`config.mk`:
```
export PLATFORM = sky130hd
export DESIGN_NAME = tick_driven_uart_transceiver_top_flat
export DESIGN_NICKNAME = d
export VERILOG_FILES = /design/src/hdl/tdut_pkg.sv /design/src/hdl/tdut_ifs.sv /design/src/hdl/tdut_tx.sv /design/src/hdl/tdut_rx.sv /design/src/hdl/tick_driven_uart_transceiver_top.sv /design/src/flat_wrapper.sv
export VERILOG_INCLUDE_DIRS = /design/src /design/src/hdl
export SDC_FILE = /design/constraint.sdc
export NUM_CORES = 1
export LEC_CHECK = 0
export BUFFER_PORTS_ARGS = -buffer_cell sky130_fd_sc_hd__buf_2
export CAP_MARGIN = 5
export CORE_MARGIN = 1.5
export CORE_UTILIZATION = 55
export CTS_CLUSTER_SIZE = 16
export DETAILED_ROUTE_END_ITERATION = 12
export PLACE_DENSITY = 0.72
export REMOVE_ABC_BUFFERS = 1
export SETUP_SLACK_MARGIN = 0.15
export SLEW_MARGIN = 40
export SYNTH_ARGS = -nofsm -noshare
export SYNTH_HDL_FRONTEND = slang
export SYNTH_SLANG_ARGS = --single-unit
```
`constraint.sdc`:
```
create_clock -name clk -period 6 [get_ports clk]
set_clock_uncertainty 0.1 [all_clocks]
set_input_delay 1.5 -clock clk [delete_from_list [all_inputs] [get_ports clk]]
set_output_delay 1.5 -clock clk [all_outputs]
set_load 0.005 [all_outputs]
```
`src/hdl/assert_macros.svh`:
```
`ifndef ASSERT_MACROS_SVH
`define ASSERT_MACROS_SVH

// same-cycle implication, checked outside reset
`define ASSERT_NOW(label, ante, cons, msg) \
  label: assert property (@(posedge clk) disable iff (!rst_n) (ante) |-> (cons)) else $error(msg);

// next-cycle implication, checked outside reset
`define ASSERT_NEXT(label, ante, cons, msg) \
  label: assert property (@(posedge clk) disable iff (!rst_n) (ante) |=> (cons)) else $error(msg);

`endif

```
`src/hdl/tdut_pkg.sv`:
```
`default_nettype none

package tdut_pkg;

  localparam int BYTE_W      = 8;
  localparam int CNT_W       = 16;
  localparam int RX_WAIT_W   = 17;
  localparam int BITS_W      = 4;
  localparam int CFG_IDX_W   = 3;
  localparam int CFG_DATA_W  = 16;

  localparam logic [CFG_IDX_W-1:0] CFG_ENABLE    = 3'd0;
  localparam logic [CFG_IDX_W-1:0] CFG_PRESCALE  = 3'd1;
  localparam logic [CFG_IDX_W-1:0] CFG_BIT_PER   = 3'd2;
  localparam logic [CFG_IDX_W-1:0] CFG_INV_OUT   = 3'd3;
  localparam logic [CFG_IDX_W-1:0] CFG_INV_IN    = 3'd4;

  localparam logic [CNT_W-1:0]  PRESCALE_RST  = 16'd1;
  localparam logic [CNT_W-1:0]  BIT_PER_RST   = 16'd16;
  localparam logic [BITS_W-1:0] TX_BITS       = 4'd10;
  localparam logic [BITS_W-1:0] RX_BITS       = 4'd9;
  localparam logic [BITS_W-1:0] RX_LAST       = 4'd1;

  typedef struct packed {
    logic             enable;
    logic [CNT_W-1:0] prescale_count;
    logic [CNT_W-1:0] bit_period;
    logic             invert_out;
    logic             invert_in;
  } tdut_cfg_t;

  typedef struct packed {
    logic              send_ready;
    logic [BYTE_W-1:0] send_byte;
    logic              line_in;
  } tdut_in_item_t;

  typedef struct packed {
    logic              line_out;
    logic              send_taken;
    logic              recv_valid;
    logic [BYTE_W-1:0] recv_byte;
  } tdut_out_item_t;

  typedef struct packed {
    logic line_out;
    logic send_taken;
  } tdut_tx_res_t;

  typedef struct packed {
    logic              recv_valid;
    logic [BYTE_W-1:0] recv_byte;
  } tdut_rx_res_t;

endpackage

`default_nettype wire

```
`src/hdl/tdut_ifs.sv`:
```
`default_nettype none

interface tdut_in_if;
  import tdut_pkg::*;
  logic              valid;
  logic              ready;
  logic              send_ready;
  logic [BYTE_W-1:0] send_byte;
  logic              line_in;

  modport source (output valid, output send_ready, output send_byte, output line_in,
                  input ready);
  modport sink (input valid, input send_ready, input send_byte, input line_in,
                output ready);
endinterface

interface tdut_out_if;
  import tdut_pkg::*;
  logic              valid;
  logic              ready;
  logic              line_out;
  logic              send_taken;
  logic              recv_valid;
  logic [BYTE_W-1:0] recv_byte;

  modport source (output valid, output line_out, output send_taken, output recv_valid,
                  output recv_byte, input ready);
  modport sink (input valid, input line_out, input send_taken, input recv_valid,
                input recv_byte, output ready);
endinterface

interface tdut_cfg_if;
  import tdut_pkg::*;
  logic                  valid;
  logic                  ready;
  logic [CFG_IDX_W-1:0]  index;
  logic [CFG_DATA_W-1:0] data;

  modport source (output valid, output index, output data, input ready);
  modport sink (input valid, input index, input data, output ready);
endinterface

`default_nettype wire

```
`src/hdl/tdut_tx.sv`:
```
`default_nettype none

module tdut_tx (
  input  logic                                clk,
  input  logic                                rst_n,
  input  logic                                step,
  input  tdut_pkg::tdut_cfg_t                 cfg,
  input  logic                                send_ready,
  input  logic [tdut_pkg::BYTE_W-1:0]         send_byte,
  output tdut_pkg::tdut_tx_res_t              res
);
  import tdut_pkg::*;

  logic [BITS_W-1:0] bits_r, bits_nxt;
  logic [BYTE_W-1:0] shift_r, shift_nxt;
  logic [CNT_W-1:0]  wait_r, wait_nxt;
  logic              level_r, level_nxt;
  logic              taken;
  logic [CNT_W-1:0]  wait_dec;
  logic [BITS_W-1:0] bits_dec;

  always_comb begin
    bits_nxt  = bits_r;
    shift_nxt = shift_r;
    wait_nxt  = wait_r;
    level_nxt = level_r;
    taken     = 1'b0;
    wait_dec  = wait_r - 1'b1;
    bits_dec  = bits_r - 1'b1;
    if (step) begin
      if (bits_r == '0) begin
        if (send_ready) begin
          bits_nxt  = TX_BITS;
          shift_nxt = send_byte;
          wait_nxt  = cfg.bit_period;
          level_nxt = cfg.invert_out;
          taken     = 1'b1;
        end
      end else if (wait_dec == '0) begin
        level_nxt = shift_r[0] ^ cfg.invert_out;
        shift_nxt = {1'b1, shift_r[BYTE_W-1:1]};
        wait_nxt  = cfg.bit_period;
        bits_nxt  = bits_dec;
        if (bits_dec == '0) begin
          level_nxt = ~cfg.invert_out;
        end
      end else begin
        wait_nxt = wait_dec;
      end
    end
  end

  always_ff @(posedge clk) begin
    if (!rst_n) begin
      bits_r  <= '0;
      shift_r <= '0;
      wait_r  <= '0;
      level_r <= 1'b1;
    end else begin
      bits_r  <= bits_nxt;
      shift_r <= shift_nxt;
      wait_r  <= wait_nxt;
      level_r <= level_nxt;
    end
  end

  assign res.line_out   = level_nxt;
  assign res.send_taken = taken;

endmodule

`default_nettype wire

```
`src/hdl/tdut_rx.sv`:
```
`default_nettype none

module tdut_rx (
  input  logic                        clk,
  input  logic                        rst_n,
  input  logic                        step,
  input  tdut_pkg::tdut_cfg_t         cfg,
  input  logic                        line_in,
  output tdut_pkg::tdut_rx_res_t      res
);
  import tdut_pkg::*;

  logic [BITS_W-1:0]    bits_r, bits_nxt;
  logic [BYTE_W-1:0]    shift_r, shift_nxt;
  logic [RX_WAIT_W-1:0] wait_r, wait_nxt;
  logic [RX_WAIT_W-1:0] wait_dec;
  logic [BITS_W-1:0]    bits_dec;
  logic                 sensed;
  logic                 valid;

  always_comb begin
    bits_nxt  = bits_r;
    shift_nxt = shift_r;
    wait_nxt  = wait_r;
    valid     = 1'b0;
    sensed    = line_in ^ cfg.invert_in;
    wait_dec  = wait_r - 1'b1;
    bits_dec  = bits_r - 1'b1;
    if (step) begin
      if (bits_r == '0) begin
        if (!sensed) begin
          bits_nxt  = RX_BITS;
          shift_nxt = '0;
          wait_nxt  = {1'b0, cfg.bit_period} + {2'b00, cfg.bit_period[CNT_W-1:1]};
        end
      end else if (wait_dec == '0) begin
        shift_nxt = {sensed, shift_r[BYTE_W-1:1]};
        wait_nxt  = {1'b0, cfg.bit_period};
        bits_nxt  = bits_dec;
        valid     = (bits_dec == RX_LAST);
      end else begin
        wait_nxt = wait_dec;
      end
    end
  end

  always_ff @(posedge clk) begin
    if (!rst_n) begin
      bits_r  <= '0;
      shift_r <= '0;
      wait_r  <= '0;
    end else begin
      bits_r  <= bits_nxt;
      shift_r <= shift_nxt;
      wait_r  <= wait_nxt;
    end
  end

  assign res.recv_valid = valid;
  assign res.recv_byte  = valid ? shift_nxt : '0;

endmodule

`default_nettype wire

```
`src/hdl/tick_driven_uart_transceiver_top.sv`:
```
// Pipeline: a request is registered at acceptance, and its result is registered in the
// result register when it advances. Throughput: one request per cycle while out_if is
// not stalled; the transmit and receive channels update between the input register and the result register.
// Reset: synchronous active-low rst_n clears the pipeline, channel state and
// configuration (prescaler reload 1, bit period 16, line idles at mark).
`default_nettype none

module tick_driven_uart_transceiver_top (
  input  logic              clk,
  input  logic              rst_n,
  tdut_in_if.sink           in_if,
  tdut_out_if.source        out_if,
  tdut_cfg_if.sink          cfg_if
);
  import tdut_pkg::*;

  `include "assert_macros.svh"

  tdut_cfg_t      cfg_r;
  logic           s1_valid_r;
  tdut_in_item_t  s1_item_r;
  logic           out_valid_r;
  tdut_out_item_t out_item_r, out_item_nxt;
  logic [CNT_W-1:0] prescale_left_r, prescale_left_nxt;
  logic [CNT_W-1:0] prescale_dec;
  logic           adv;
  logic           step;
  tdut_tx_res_t   tx_res;
  tdut_rx_res_t   rx_res;

  assign adv          = s1_valid_r && (!out_valid_r || out_if.ready);
  assign in_if.ready  = !s1_valid_r || adv;
  assign cfg_if.ready = 1'b1;

  always_ff @(posedge clk) begin
    if (!rst_n) begin
      cfg_r.enable         <= 1'b0;
      cfg_r.prescale_count <= PRESCALE_RST;
      cfg_r.bit_period     <= BIT_PER_RST;
      cfg_r.invert_out     <= 1'b0;
      cfg_r.invert_in      <= 1'b0;
    end else if (cfg_if.valid) begin
      case (cfg_if.index)
        CFG_ENABLE:   cfg_r.enable         <= cfg_if.data[0];
        CFG_PRESCALE: cfg_r.prescale_count <= cfg_if.data;
        CFG_BIT_PER:  cfg_r.bit_period     <= cfg_if.data;
        CFG_INV_OUT:  cfg_r.invert_out     <= cfg_if.data[0];
        CFG_INV_IN:   cfg_r.invert_in      <= cfg_if.data[0];
        default: begin
        end
      endcase
    end
  end

  // prescaler: count down per advancing request while enabled, reload and step the channels on expiry
  always_comb begin
    prescale_dec      = prescale_left_r - 1'b1;
    prescale_left_nxt = prescale_left_r;
    step              = 1'b0;
    if (adv && cfg_r.enable) begin
      if (prescale_dec == '0) begin
        prescale_left_nxt = cfg_r.prescale_count;
        step              = 1'b1;
      end else begin
        prescale_left_nxt = prescale_dec;
      end
    end
  end

  tdut_tx u_tx (
    .clk        (clk),
    .rst_n      (rst_n),
    .step       (step),
    .cfg        (cfg_r),
    .send_ready (s1_item_r.send_ready),
    .send_byte  (s1_item_r.send_byte),
    .res        (tx_res)
  );

  tdut_rx u_rx (
    .clk     (clk),
    .rst_n   (rst_n),
    .step    (step),
    .cfg     (cfg_r),
    .line_in (s1_item_r.line_in),
    .res     (rx_res)
  );

  always_comb begin
    out_item_nxt.line_out   = tx_res.line_out;
    out_item_nxt.send_taken = tx_res.send_taken;
    out_item_nxt.recv_valid = rx_res.recv_valid;
    out_item_nxt.recv_byte  = rx_res.recv_byte;
  end

  always_ff @(posedge clk) begin
    if (!rst_n) begin
      s1_valid_r      <= 1'b0;
      out_valid_r     <= 1'b0;
      prescale_left_r <= PRESCALE_RST;
    end else begin
      prescale_left_r <= prescale_left_nxt;
      if (in_if.ready) begin
        s1_valid_r <= in_if.valid;
      end
      if (adv) begin
        out_valid_r <= 1'b1;
      end else if (out_if.ready) begin
        out_valid_r <= 1'b0;
      end
    end
  end

  always_ff @(posedge clk) begin
    if (in_if.valid && in_if.ready) begin
      s1_item_r.send_ready <= in_if.send_ready;
      s1_item_r.send_byte  <= in_if.send_byte;
      s1_item_r.line_in    <= in_if.line_in;
    end
    if (adv) begin
      out_item_r <= out_item_nxt;
    end
  end

  assign out_if.valid      = out_valid_r;
  assign out_if.line_out   = out_item_r.line_out;
  assign out_if.send_taken = out_item_r.send_taken;
  assign out_if.recv_valid = out_item_r.recv_valid;
  assign out_if.recv_byte  = out_item_r.recv_byte;

  `ASSERT_NOW(a_taken_needs_offer, adv && tx_res.send_taken, s1_item_r.send_ready && cfg_r.enable, "byte taken without offer or while disabled")
  `ASSERT_NOW(a_recv_needs_step, rx_res.recv_valid, step && adv, "receive result outside a channel step")
  `ASSERT_NOW(a_recv_byte_clear, out_valid_r && !out_item_r.recv_valid, out_item_r.recv_byte == '0, "recv_byte not clear without recv_valid")
  `ASSERT_NEXT(a_frozen_when_off, !cfg_r.enable && !cfg_if.valid, prescale_left_r == $past(prescale_left_r), "prescaler moved while disabled")

endmodule

`default_nettype wire

```
`src/flat_wrapper.sv`:
```
// flat-port wrapper written by rule: the top's interface ports become plain ports
module tick_driven_uart_transceiver_top_flat import tdut_pkg::*;
  (clk, rst_n, in_if_valid, in_if_send_ready, in_if_send_byte, in_if_line_in, in_if_ready, out_if_valid, out_if_line_out, out_if_send_taken, out_if_recv_valid, out_if_recv_byte, out_if_ready, cfg_if_valid, cfg_if_index, cfg_if_data, cfg_if_ready);
  tdut_in_if in_if_i ();
  tdut_out_if out_if_i ();
  tdut_cfg_if cfg_if_i ();
  input  logic clk;
  input  logic rst_n;
  input wire logic [$bits(in_if_i.valid)-1:0] in_if_valid;
  input wire logic [$bits(in_if_i.send_ready)-1:0] in_if_send_ready;
  input wire logic [$bits(in_if_i.send_byte)-1:0] in_if_send_byte;
  input wire logic [$bits(in_if_i.line_in)-1:0] in_if_line_in;
  output wire logic [$bits(in_if_i.ready)-1:0] in_if_ready;
  output wire logic [$bits(out_if_i.valid)-1:0] out_if_valid;
  output wire logic [$bits(out_if_i.line_out)-1:0] out_if_line_out;
  output wire logic [$bits(out_if_i.send_taken)-1:0] out_if_send_taken;
  output wire logic [$bits(out_if_i.recv_valid)-1:0] out_if_recv_valid;
  output wire logic [$bits(out_if_i.recv_byte)-1:0] out_if_recv_byte;
  input wire logic [$bits(out_if_i.ready)-1:0] out_if_ready;
  input wire logic [$bits(cfg_if_i.valid)-1:0] cfg_if_valid;
  input wire logic [$bits(cfg_if_i.index)-1:0] cfg_if_index;
  input wire logic [$bits(cfg_if_i.data)-1:0] cfg_if_data;
  output wire logic [$bits(cfg_if_i.ready)-1:0] cfg_if_ready;
  assign in_if_i.valid = in_if_valid;
  assign in_if_i.send_ready = in_if_send_ready;
  assign in_if_i.send_byte = in_if_send_byte;
  assign in_if_i.line_in = in_if_line_in;
  assign in_if_ready = in_if_i.ready;
  assign out_if_valid = out_if_i.valid;
  assign out_if_line_out = out_if_i.line_out;
  assign out_if_send_taken = out_if_i.send_taken;
  assign out_if_recv_valid = out_if_i.recv_valid;
  assign out_if_recv_byte = out_if_i.recv_byte;
  assign out_if_i.ready = out_if_ready;
  assign cfg_if_i.valid = cfg_if_valid;
  assign cfg_if_i.index = cfg_if_index;
  assign cfg_if_i.data = cfg_if_data;
  assign cfg_if_ready = cfg_if_i.ready;
  tick_driven_uart_transceiver_top u_core (.clk(clk), .rst_n(rst_n), .in_if(in_if_i), .out_if(out_if_i), .cfg_if(cfg_if_i));
endmodule
```
==> summary.md, run 1 <==
| Metric | Value |
|---|---|
| Status | finished clean |
| Clk pwr share | 49.3% |
| RSZ-0062 raised after global routing | false |
| Final GP Congestion | 0.922 |
| CTS Hold Bufs | 0 |
| Port bufs | 46 |
| Slew headroom | 45.9% |
| Syn Area/Cell | 7.90 um^2 |
| Post-CTS sizing | 0 |
| Routed Antenna Nets | 0 |
| Area Overhead vs Synth | 10.8% |
| Vias in the first global route | 6595 |
| Worst EP arrival | 3.87 ns |
| Primary FF master, synth | dfxtp_1 |
| Max Freq | 0.261 GHz |
| Sequential Power Share | 45.8% |
| Die Wd | 122 um |
| # fillers | 1253 |
| Pins Over Slew Limit | 0 |
| Register area | 2850 um^2 |
| CTS tree | done |
| Synth warn | 0 |
| Drt drc | 0 |
| Setup ws final | 2.17 ns |
| Crit path kind | register to register |
| CTS root buffer | clkbuf_16 |
| DP Worst Slack | 1.92 ns |
| GRT overflow | 0 |
| Initial antenna violation count | 0 |
| Post-DP HPWL | 14.1 mm |
| CTS clk-pin slew, worst paths | 0.05 ns |
| Nets | 1059 |
| Post-synth EDFFs | 21 |
| TritonRoute pass-1 iters | 5 |
| Mapped Area | 7790 um^2 |
| First-pass GRT wire length | 32.9 mm |
| Type of the worst min-delay path | register to register |
| Placed Cells | 1160 |
| Netlist cell types | 79 |
| CP Max Fanout | 18 |
| Clock latency on the worst-skew pair | 0.42 ns |
| Register bit total from synthesis | 132 |
| Initial DRC Count | 669 |
| Die area | 14900 um^2 |
| Sequential share of the synthesized area | 36.6% |
| Worst endpoint required time | 6.04 ns |
| Pin count of the biggest net entering global routing | 60 |
| Postcts setup bufs | 0 |
| Synth area leaders | dfxtp_1, edfxtp_1, nand2_1 |
| Clk sinks | 132 |
| H-tree depth | 4 |
| Yosys top cell area share | 28.5% |
| Setup TNS Final | 0 ns |
| CTS Buf Count | 17 |
| Area of the multi-input gates | 4630 um^2 |
| Post-route minimum period | 3.83 ns |
| Tcrit/Tclk final | 63.9% |
| Vias per cell | 6.27 |
| Layout Cells excl Fill | 1192 |
| MaxCap Viol Count | 0 |
| NetSw | 466 uW |
| Largest area contributor in the netlist | dfxtp_1 |
| Final wirelength | 20.3 mm |
| Final Power | 2020 uW |
| FFs w/ async S/R, synth | 0% |
| CTS max path bufs | 2 |
| Critical Path Source Type | register |
| Pwr/cell area | 234 nW/um^2 |
| # diodes | 0 |
| CORE AREA | 13800 um^2 |
| Avg WL per Cell | 17.0 um |
| Final setup fails | 0 |
| Overall routing resource usage | 28.0% |
| Via count | 7477 |
| CP endpoint kind | register |
| Worst slew pin tran | 0.809 ns |
| Switching share of power | 23.0% |
| Final Util | 62.4% |
| Int Pwr | 1560 uW |
| Final Hold Fails | 0 |
| I/O Pins | 48 |
| Row count | 43 |
| Maximum vdd drop | 0.000163 V |
| Starting Density | 56.3% |
| Die H | 122 um |
| Layout cells sized above 1 | 11.3% |
| Logic pwr share | 5.0% |
| Mapped Cells | 986 |
| Pleak | 0.00324 uW |
-- state kept, by name (all words and copies together), names as in the netlist --
register                  count
u_core.out_if.recv_valid      1
u_core.u_tx.wait_r           16
u_core.u_rx.bits_r            4
u_core.cfg_r                 35
u_core.s1_item_r             10
u_core.u_rx.shift_r           8
u_core.out_if.recv_byte       8
u_core.out_if.send_taken      1
u_core.out_if.line_out        1
u_core.s1_valid_r             1
u_core.out_if.valid           1
u_core.u_tx.bits_r            4
u_core.u_rx.wait_r           17
u_core.prescale_left_r       16
u_core.u_tx.shift_r           8
u_core.u_tx.level_r           1
-- power groups by stage --
stage	combinational [uW]	sequential (uW)	clock, uW
5_1_grt	112	926	1050
6_report	101	925	996
3_5_place_dp	99.3	944	0
2_1_floorplan	55.8	940	0
3_3_place_gp	98.5	943	0
4_1_cts	100	925	1010
-- kinds of logic after synthesis --
kind of cell,share of synthesized area [%]
xor gates and xnor gates,2.59
other,0.0481
muxes,1.17
adders and majority gates,4.27
DFF,36.6
buffers and inverters,4.37
AOI/OAI and AO/OA,21.5
and+or+nand+nor,29.4
-- cell usage after synthesis (all sizes together), types with 3 or more instances --
library cell  count
nor2             83
and2              8
nor4b             6
a221o             4
mux2i             8
o211ai           12
a311oi            9
o22ai            13
a211oi           10
nand2b            9
o31ai             9
a21o              5
and4              4
nor3b             7
o21ai            42
clkbuf           44
nand4b            4
a21oi           104
a31oi             9
dfxtp           111
o21a              8
inv              20
or4               9
nand2           162
nand3            33
or3              10
xnor2            12
nand4            18
edfxtp           21
o32ai             4
a21boi            3
buf              15
nor4             17
nand3b            9
and3             16
a211o             8
nor3             41
or2               6
nor2b             4
ha               25
xor2             11
a221oi            7
-- final timing paths --
path	cells past startpoint	end	start	slack [ns]
max reg2reg	10	u_core.out_if.line_out$_DFFE_PP_	u_core.u_tx.wait_r[0]$_SDFFE_PN0P_	2.17
min reg2reg	2	u_core.cfg_r[26]$_SDFFE_PN0P_	u_core.cfg_r[26]$_SDFFE_PN0P_	0.36
min	2	u_core.cfg_r[26]$_SDFFE_PN0P_	u_core.cfg_r[26]$_SDFFE_PN0P_	0.36
max	10	u_core.out_if.line_out$_DFFE_PP_	u_core.u_tx.wait_r[0]$_SDFFE_PN0P_	2.17
-- through the flow --
stage,area (um^2),hold WS (ns)
floorplan,7520,0.330
global placement,8040,0.343
detailed placement,8060,0.346
CTS,8630,0.354
global route,8630,0.368
finish,8630,0.356
-- critical path, cell delays in order (launching register included) --
cell and delay (ns):
dfxtp_1 0.37, inv_1 0.10, ha_1 0.36, nor4b_1 0.62, xor2_1 0.14, o31a_1 0.27, a221oi_1 0.40, and3_1 0.49
nor2_2 0.26, o21ai_0 0.27, o21ai_0 0.18
-- metal layers --
layer  vias to the layer above  share of wire (%)  global-route usage, %
li1                       3656                  -                      -
met1                      3490                 45                   37.9
met2                       291                 46                   44.2
met3                        40                6.5                   4.12
met4                         0                2.6                   12.6
met5                         -                  0                      0
-- cells in the final DEF, fill, tap and decap left out, types with 16 or more instances in the layout --
| cell type | count |
|---|---|
| a21oi_1 | 103 |
| and3_1 | 16 |
| buf_2 | 46 |
| clkbuf_16 | 17 |
| dfxtp_1 | 111 |
| edfxtp_1 | 21 |
| ha_1 | 25 |
| inv_1 | 19 |
| nand2_1 | 162 |
| nand3_1 | 33 |
| nand4_1 | 18 |
| nor2_1 | 81 |
| nor3_1 | 38 |
| o21ai_0 | 41 |
-- cell type report --
cell class,instances,area share (%)
multi-input combinational,775,53.6
sequential,132,33.1
clock buffer,18,4.97
timing repair buffer,53,3.28
tap,180,2.61
clock inverter,14,1.61
inverter,20,0.870
Note: power is estimated with default switching activity, not from simulation.
==> inputs of run 2 (changes only) <==
Settings changed: PLACE_DENSITY 0.72 to 0.75.
Clock period 6 ns to 3.4 ns, I/O delays scaled along.
==> summary.md, run 2 (same netlist as run 1, synthesis figures left out) <==
| Metric | Value |
|---|---|
| Status | finished clean |
| CTS tree | done |
| Clk sinks | 132 |
| Area Overhead vs Synth | 16.9% |
| Largest registers | u_core.cfg_r (35), u_core.u_rx.wait_r (17) |
| Tcrit/Tclk final | 93.4% |
| Worst EP arrival | 3.40 ns |
| Final Util | 65.8% |
| RSZ-0062 raised after global routing | false |
| Top Family by Delay on Critical Path | simple AND/OR/NAND/NOR gates |
| CORE AREA | 13800 um^2 |
| CP Max Fanout | 10 |
| Crit-path cells | nor4_4, nand4_1, o21a_2, or4_4, or4_4, buf_4, or2_4, o32ai_1 |
| Final setup fails | 0 |
| CP endpoint kind | register |
| Hold slack | 0.357 ns |
| Type of the worst min-delay path | register to register |
| CTS max path bufs | 2 |
| Worst endpoint required time | 3.62 ns |
| Drt drc | 0 |
| Port bufs | 46 |
| First-pass GRT wire length | 34.7 mm |
| Clock latency on the worst-skew pair | 0.43 ns |
| Sequential Power Share | 43.9% |
| Worst path max stage delay | 0.56 ns |
| Initial DRC Count | 715 |
| Pleak | 0.00352 uW |
| Via count | 7805 |
| CP bufs+invs | 1 |
| Vias per cell | 6.30 |
| Initial antenna violation count | 0 |
| H-tree depth | 4 |
| CTS clk-pin slew, worst paths | 0.06 ns |
| Starting Density | 56.3% |
| Maximum vdd drop | 0.000333 V |
| CTS Hold Bufs | 0 |
| Commonest non-fill, non-tap cell in the layout | nand2_1 |
| Switching share of power | 22.2% |
| Pins Over Slew Limit | 0 |
| TritonRoute pass-1 iters | 6 |
| Worst slew pin tran | 0.739 ns |
| Post-route minimum period | 3.17 ns |
| Nets | 1106 |
| MaxCap Viol Count | 0 |
| RR Endpoint | u_core.u_rx.wait_r[4]$_SDFFE_PN0P_ |
| CTS root buffer | clkbuf_16 |
| Slew headroom | 50.6% |
| Final GP Congestion | 0.946 |
| Die H | 122 um |
| Top reg by flops | u_core.cfg_r |
| Die Wd | 122 um |
| Die area | 14900 um^2 |
| Logic pwr share | 5.1% |
| Avg WL per Cell | 17.6 um |
| GRT overflow | 0 |
| I/O Pins | 48 |
| NetSw | 825 uW |
| # diodes | 0 |
| Commonest cells after routing, fill and taps aside | nand2_1, dfxtp_1, a21oi_1, nor2_1, buf_4 |
| Final Hold Fails | 0 |
| Pin count of the biggest net entering global routing | 42 |
| FF-to-FF path depth | 8 |
| Critical Path Source Type | register |
| Layout cells sized above 1 | 16.3% |
| Hold path depth | 2 |
| CP max-delay cell | or4_4 |
| Routed Antenna Nets | 0 |
| Flip-flop count of the largest register after layout | 35 |
| Reg2reg setup slack | 0.23 ns |
| Post-DP HPWL | 14.9 mm |
| Int Pwr | 2890 uW |
| Max Freq | 0.315 GHz |
| Clk pwr share | 51.0% |
| CTS Buf Count | 17 |
| Pwr/cell area | 408 nW/um^2 |
| Dominant cell type by count on the critical path | or4_4 |
| Vias in the first global route | 7095 |
| Min-delay src | u_core.cfg_r[24]$_SDFFE_PN0P_ |
| Worst r2r src | u_core.prescale_left_r[10]$_SDFFE_PN0P_ |
| Hold Path Sink | u_core.cfg_r[24]$_SDFFE_PN0P_ |
| Final wirelength | 21.9 mm |
| Crit path kind | register to register |
| Overall routing resource usage | 29.5% |
| Row count | 43 |
run 2: cell count changes in the layout (fill, tap and decap cells not counted), moves of 3 or more:
cell	delta
buf_4	+44
clkbuf_1	+3
dfxtp_1	-3
dfxtp_2	+3
run 2: final cells by class:
class	instances	area, um^2
fillers	1161	4720
multi-input cells	775	4700
flip-flops and latches	132	2860
repair buffers	100	641
clock buffers	23	479
well taps	180	225
clock inverters	9	128
inverters	20	75.1
run 2: how the worst max path moves through the flow:
stage,start,to,slack [ns],cells after the start
floorplan,u_core.u_rx.wait_r[1]$_SDFFE_PN0P_,u_core.u_rx.wait_r[10]$_SDFFE_PN0P_,-0.50,10
global placement,u_core.prescale_left_r[1]$_SDFFE_PN0P_,u_core.u_rx.bits_r[0]$_SDFFE_PN0P_,0.09,11
detailed placement,u_core.prescale_left_r[1]$_SDFFE_PN0P_,u_core.u_rx.bits_r[0]$_SDFFE_PN0P_,0.03,11
CTS,u_core.u_rx.wait_r[0]$_SDFFE_PN0P_,u_core.u_rx.wait_r[10]$_SDFFE_PN0P_,0.17,12
global route,u_core.prescale_left_r[1]$_SDFFE_PN0P_,u_core.u_rx.wait_r[7]$_SDFFE_PN0P_,0.13,10
finish,u_core.prescale_left_r[10]$_SDFFE_PN0P_,u_core.u_rx.wait_r[4]$_SDFFE_PN0P_,0.23,8
run 2: power by group through the flow:
stage	Combinational, uW	Sequential (uW)	Clock [uW]
floorplan	98.4	1660	0
global placement	181	1660	0
detailed placement	182	1670	0
CTS	184	1630	1900
global route	207	1630	1970
finish	189	1630	1900
run 2: repair_timing:
| item | in CTS | in global routing |
|---|---|---|
| cloned | 0 | 1 |
| setup endpoints to repair | 25 | 53 |
| pin swaps | 1 | 5 |
| hold endpoints to repair | 0 | 0 |
| gates resized for setup | 5 | 22 |
| setup buffers | 5 | 7 |
run 2: layer usage:
layer	share of wire, %	GRT usage [%]
met1	43	37.9
met2	46	47.3
met3	7.3	6.23
met4	3.3	13.8
met5	0	0
run 2: stage by stage:
stage	cell area (um^2)	std cells	setup TNS, ns	setup WS, ns	total power (uW)
4_1_cts	8950	1231	0	0.170	3720
3_3_place_gp	8290	1194	0	0.0916	1850
3_5_place_dp	8290	1194	0	0.0293	1850
5_1_grt	9100	1239	0	0.133	3810
6_report	9100	1239	0	0.226	3720
2_1_floorplan	7520	927	-12.10	-0.499	1760
run 2: tightest hold or removal path: cells and delay by family (launching register included):
kind | cells | cell delay, ns
compound gates | 1 | 0.05
flops | 1 | 0.31
simple gates | 1 | 0.05
==> inputs of run 3 (changes only) <==
Settings changed: ABC_AREA set to 1, RECOVER_POWER set to 100.
==> summary.md, run 3 <==
| Metric | Value |
|---|---|
| CP Max Fanout | 12 |
| CTS root buffer | clkbuf_16 |
| Port bufs | 46 |
| First-pass GRT wire length | 35.9 mm |
| FFs w/ async S/R, synth | 0% |
| Type of the worst min-delay path | register to register |
| Synth area leaders | dfxtp_1, nand2_1, edfxtp_1 |
| Area Overhead vs Synth | 11.0% |
| GRT overflow | 0 |
| Final GP Congestion | 0.896 |
| Pin count of the biggest net entering global routing | 33 |
| Post-synth EDFFs | 21 |
| Postcts setup bufs | 0 |
| CTS max path bufs | 2 |
| Clock latency on the worst-skew pair | 0.43 ns |
| Post-route minimum period | 3.00 ns |
| Yosys top cell area share | 27.0% |
| Overall routing resource usage | 28.3% |
| Netlist cell types | 41 |
| Nets | 1351 |
| Flip-flop count of the largest register after layout | 35 |
| Die H | 125 um |
| Status | finished clean |
| Pwr/cell area | 416 nW/um^2 |
| CTS Buf Count | 17 |
| CTS clk-pin slew, worst paths | 0.06 ns |
| Post-synthesis mux area share | 0% |
| Sequential share of the synthesized area | 34.7% |
| H-tree depth | 4 |
| CP endpoint kind | register |
| MaxCap Viol Count | 0 |
| Initial antenna violation count | 0 |
| Crit path kind | register to register |
| Post-route cell area | 9120 um^2 |
| CTS tree | done |
| # diodes | 0 |
| XOR/XNOR Fraction of Synth Area | 1.28% |
| Starting Density | 56.5% |
| Placed Area | 8560 um^2 |
| Initial DRC Count | 683 |
| Mapped Cells | 1252 |
| Synth warn | 0 |
| Die Wd | 125 um |
| Top reg by flops | u_core.cfg_r |
| Final setup fails | 0 |
| Layout cells sized above 1 | 9.97% |
| Vias in the first global route | 7560 |
| Placed Cells | 1456 |
| CORE AREA | 14500 um^2 |
| Final wirelength | 21.8 mm |
| Most frequent cell after synthesis | nand2_1 |
| Row count | 44 |
| Primary FF master, synth | dfxtp_1 |
| Area fraction in compound gates after synthesis | 13.6% |
| Pins Over Slew Limit | 0 |
| Largest family of logic cells by synthesized area | simple AND/OR/NAND/NOR gates |
| RSZ-0062 raised after global routing | false |
| Largest area contributor in the netlist | dfxtp_1 |
| Commonest cells in the netlist | nand2_1, nor2_1, inv_1, dfxtp_1, nand3_1 |
| Worst slew pin tran | 1.38 ns |
| Tcrit/Tclk final | 88.1% |
| Drt drc | 0 |
| Pleak | 0.00418 uW |
| Post-DP HPWL | 16.0 mm |
| Avg WL per Cell | 14.7 um |
| TritonRoute pass-1 iters | 6 |
| Routed Antenna Nets | 0 |
| Via count | 8171 |
| Synth Area in Simple Gates | 38.1% |
| Max Freq | 0.334 GHz |
| CTS Hold Bufs | 0 |
| Commonest cells after routing, fill and taps aside | nand2_1, nor2_1, inv_1, dfxtp_1, nand3_1 |
| Slew headroom | 8.31% |
| Register bit total from synthesis | 132 |
| Worst endpoint required time | 3.47 ns |
| Layout Cells excl Fill | 1488 |
| Clk sinks | 132 |
| Largest registers | u_core.cfg_r (35), u_core.u_rx.wait_r (17) |
| Vias per cell | 5.49 |
| Synth Area in Adders | 4.05% |
| Final Hold Fails | 0 |
| Commonest non-fill, non-tap cell in the layout | nand2_1 |
| Syn Area/Cell | 6.56 um^2 |
| Mapped Area | 8220 um^2 |
| Die area | 15700 um^2 |
| Setup TNS Final | 0 ns |
| Critical Path Source Type | register |
| I/O Pins | 48 |
| Maximum vdd drop | 0.000344 V |
| Worst EP arrival | 3.06 ns |
==> run 3: cell families (layout without fill, tap and decap cells) <==
| group | Yosys count | in the layout |
|---|---|---|
| fa+ha+maj | 26 | 26 |
| other cells | 1 | 1 |
| buf+inv | 162 | 214 |
| simple gates | 704 | 704 |
| flops | 132 | 132 |
| xor+xnor | 12 | 12 |
| compound gates | 215 | 215 |
==> run 3: per-stage QoR <==
step                utilization (%)  worst slack (ns)  hold WS [ns]  power (uW)
global placement               58.9             0.476         0.347        1950
CTS                            63.1             0.361         0.358        3800
detailed placement             58.9             0.383         0.350        1950
finish                         62.7             0.404         0.360        3790
global route                   62.7             0.120         0.388        3900
floorplan                         -             0.302         0.324        1840
==> run 3: where the power goes <==
group          total, uW  internal (uW)  switching (uW)
sequential          1640           1620            21.8
combinational        274           85.7             188
clock               1880           1180             698
total               3790           2880             908
==> run 3: worst paths after layout <==
kind	slack (ns)	end	cells after the start	start
setup / recovery	0.40	u_core.out_if.recv_byte[3]$_SDFFCE_PN0P_	13	u_core.u_rx.wait_r[0]$_SDFFE_PN0P_
hold reg to reg	0.36	u_core.cfg_r[19]$_SDFFE_PN0P_	2	u_core.cfg_r[19]$_SDFFE_PN0P_
setup reg to reg	0.40	u_core.out_if.recv_byte[3]$_SDFFCE_PN0P_	13	u_core.u_rx.wait_r[0]$_SDFFE_PN0P_
hold / removal	0.36	u_core.cfg_r[19]$_SDFFE_PN0P_	2	u_core.cfg_r[19]$_SDFFE_PN0P_
==> run 3: layout make-up <==
| class | instances | area [um^2] |
|---|---|---|
| clock inverters | 7 | 93.8 |
| repair buffers | 59 | 303 |
| clock buffers | 25 | 507 |
| inverters | 123 | 463 |
| multi-input cells | 958 | 4670 |
| well taps | 184 | 230 |
| flip-flops and latches | 132 | 2850 |
| fillers | 1344 | 5420 |
==> run 3: what timing repair did <==
item / CTS / global route
gates resized for setup: 0 / 3
hold endpoints to repair: 0 / 0
endpoints found under the setup margin: 0 / 18
==> run 3: worst max-delay path, cell delays in order (launching register included) <==
cell	delay, ns
dfxtp_1	0.34
inv_1	0.14
ha_1	0.25
nand2_1	0.13
nor2_1	0.24
nand2_1	0.11
xor2_1	0.30
nand3_1	0.13
nor2_1	0.10
nand2_1	0.17
nand2_2	0.26
nand3_2	0.24
nand2_1	0.14
a21oi_1	0.08
==> run 3: routing by layer <==
layer | wire (um) | track usage, % | share of wire (%)
met1 | 9930 | 36.6 | 45
met2 | 10100 | 47.4 | 46
met3 | 1210 | 4.66 | 5.6
met4 | 554 | 11.2 | 2.5
met5 | 0 | 0 | 0
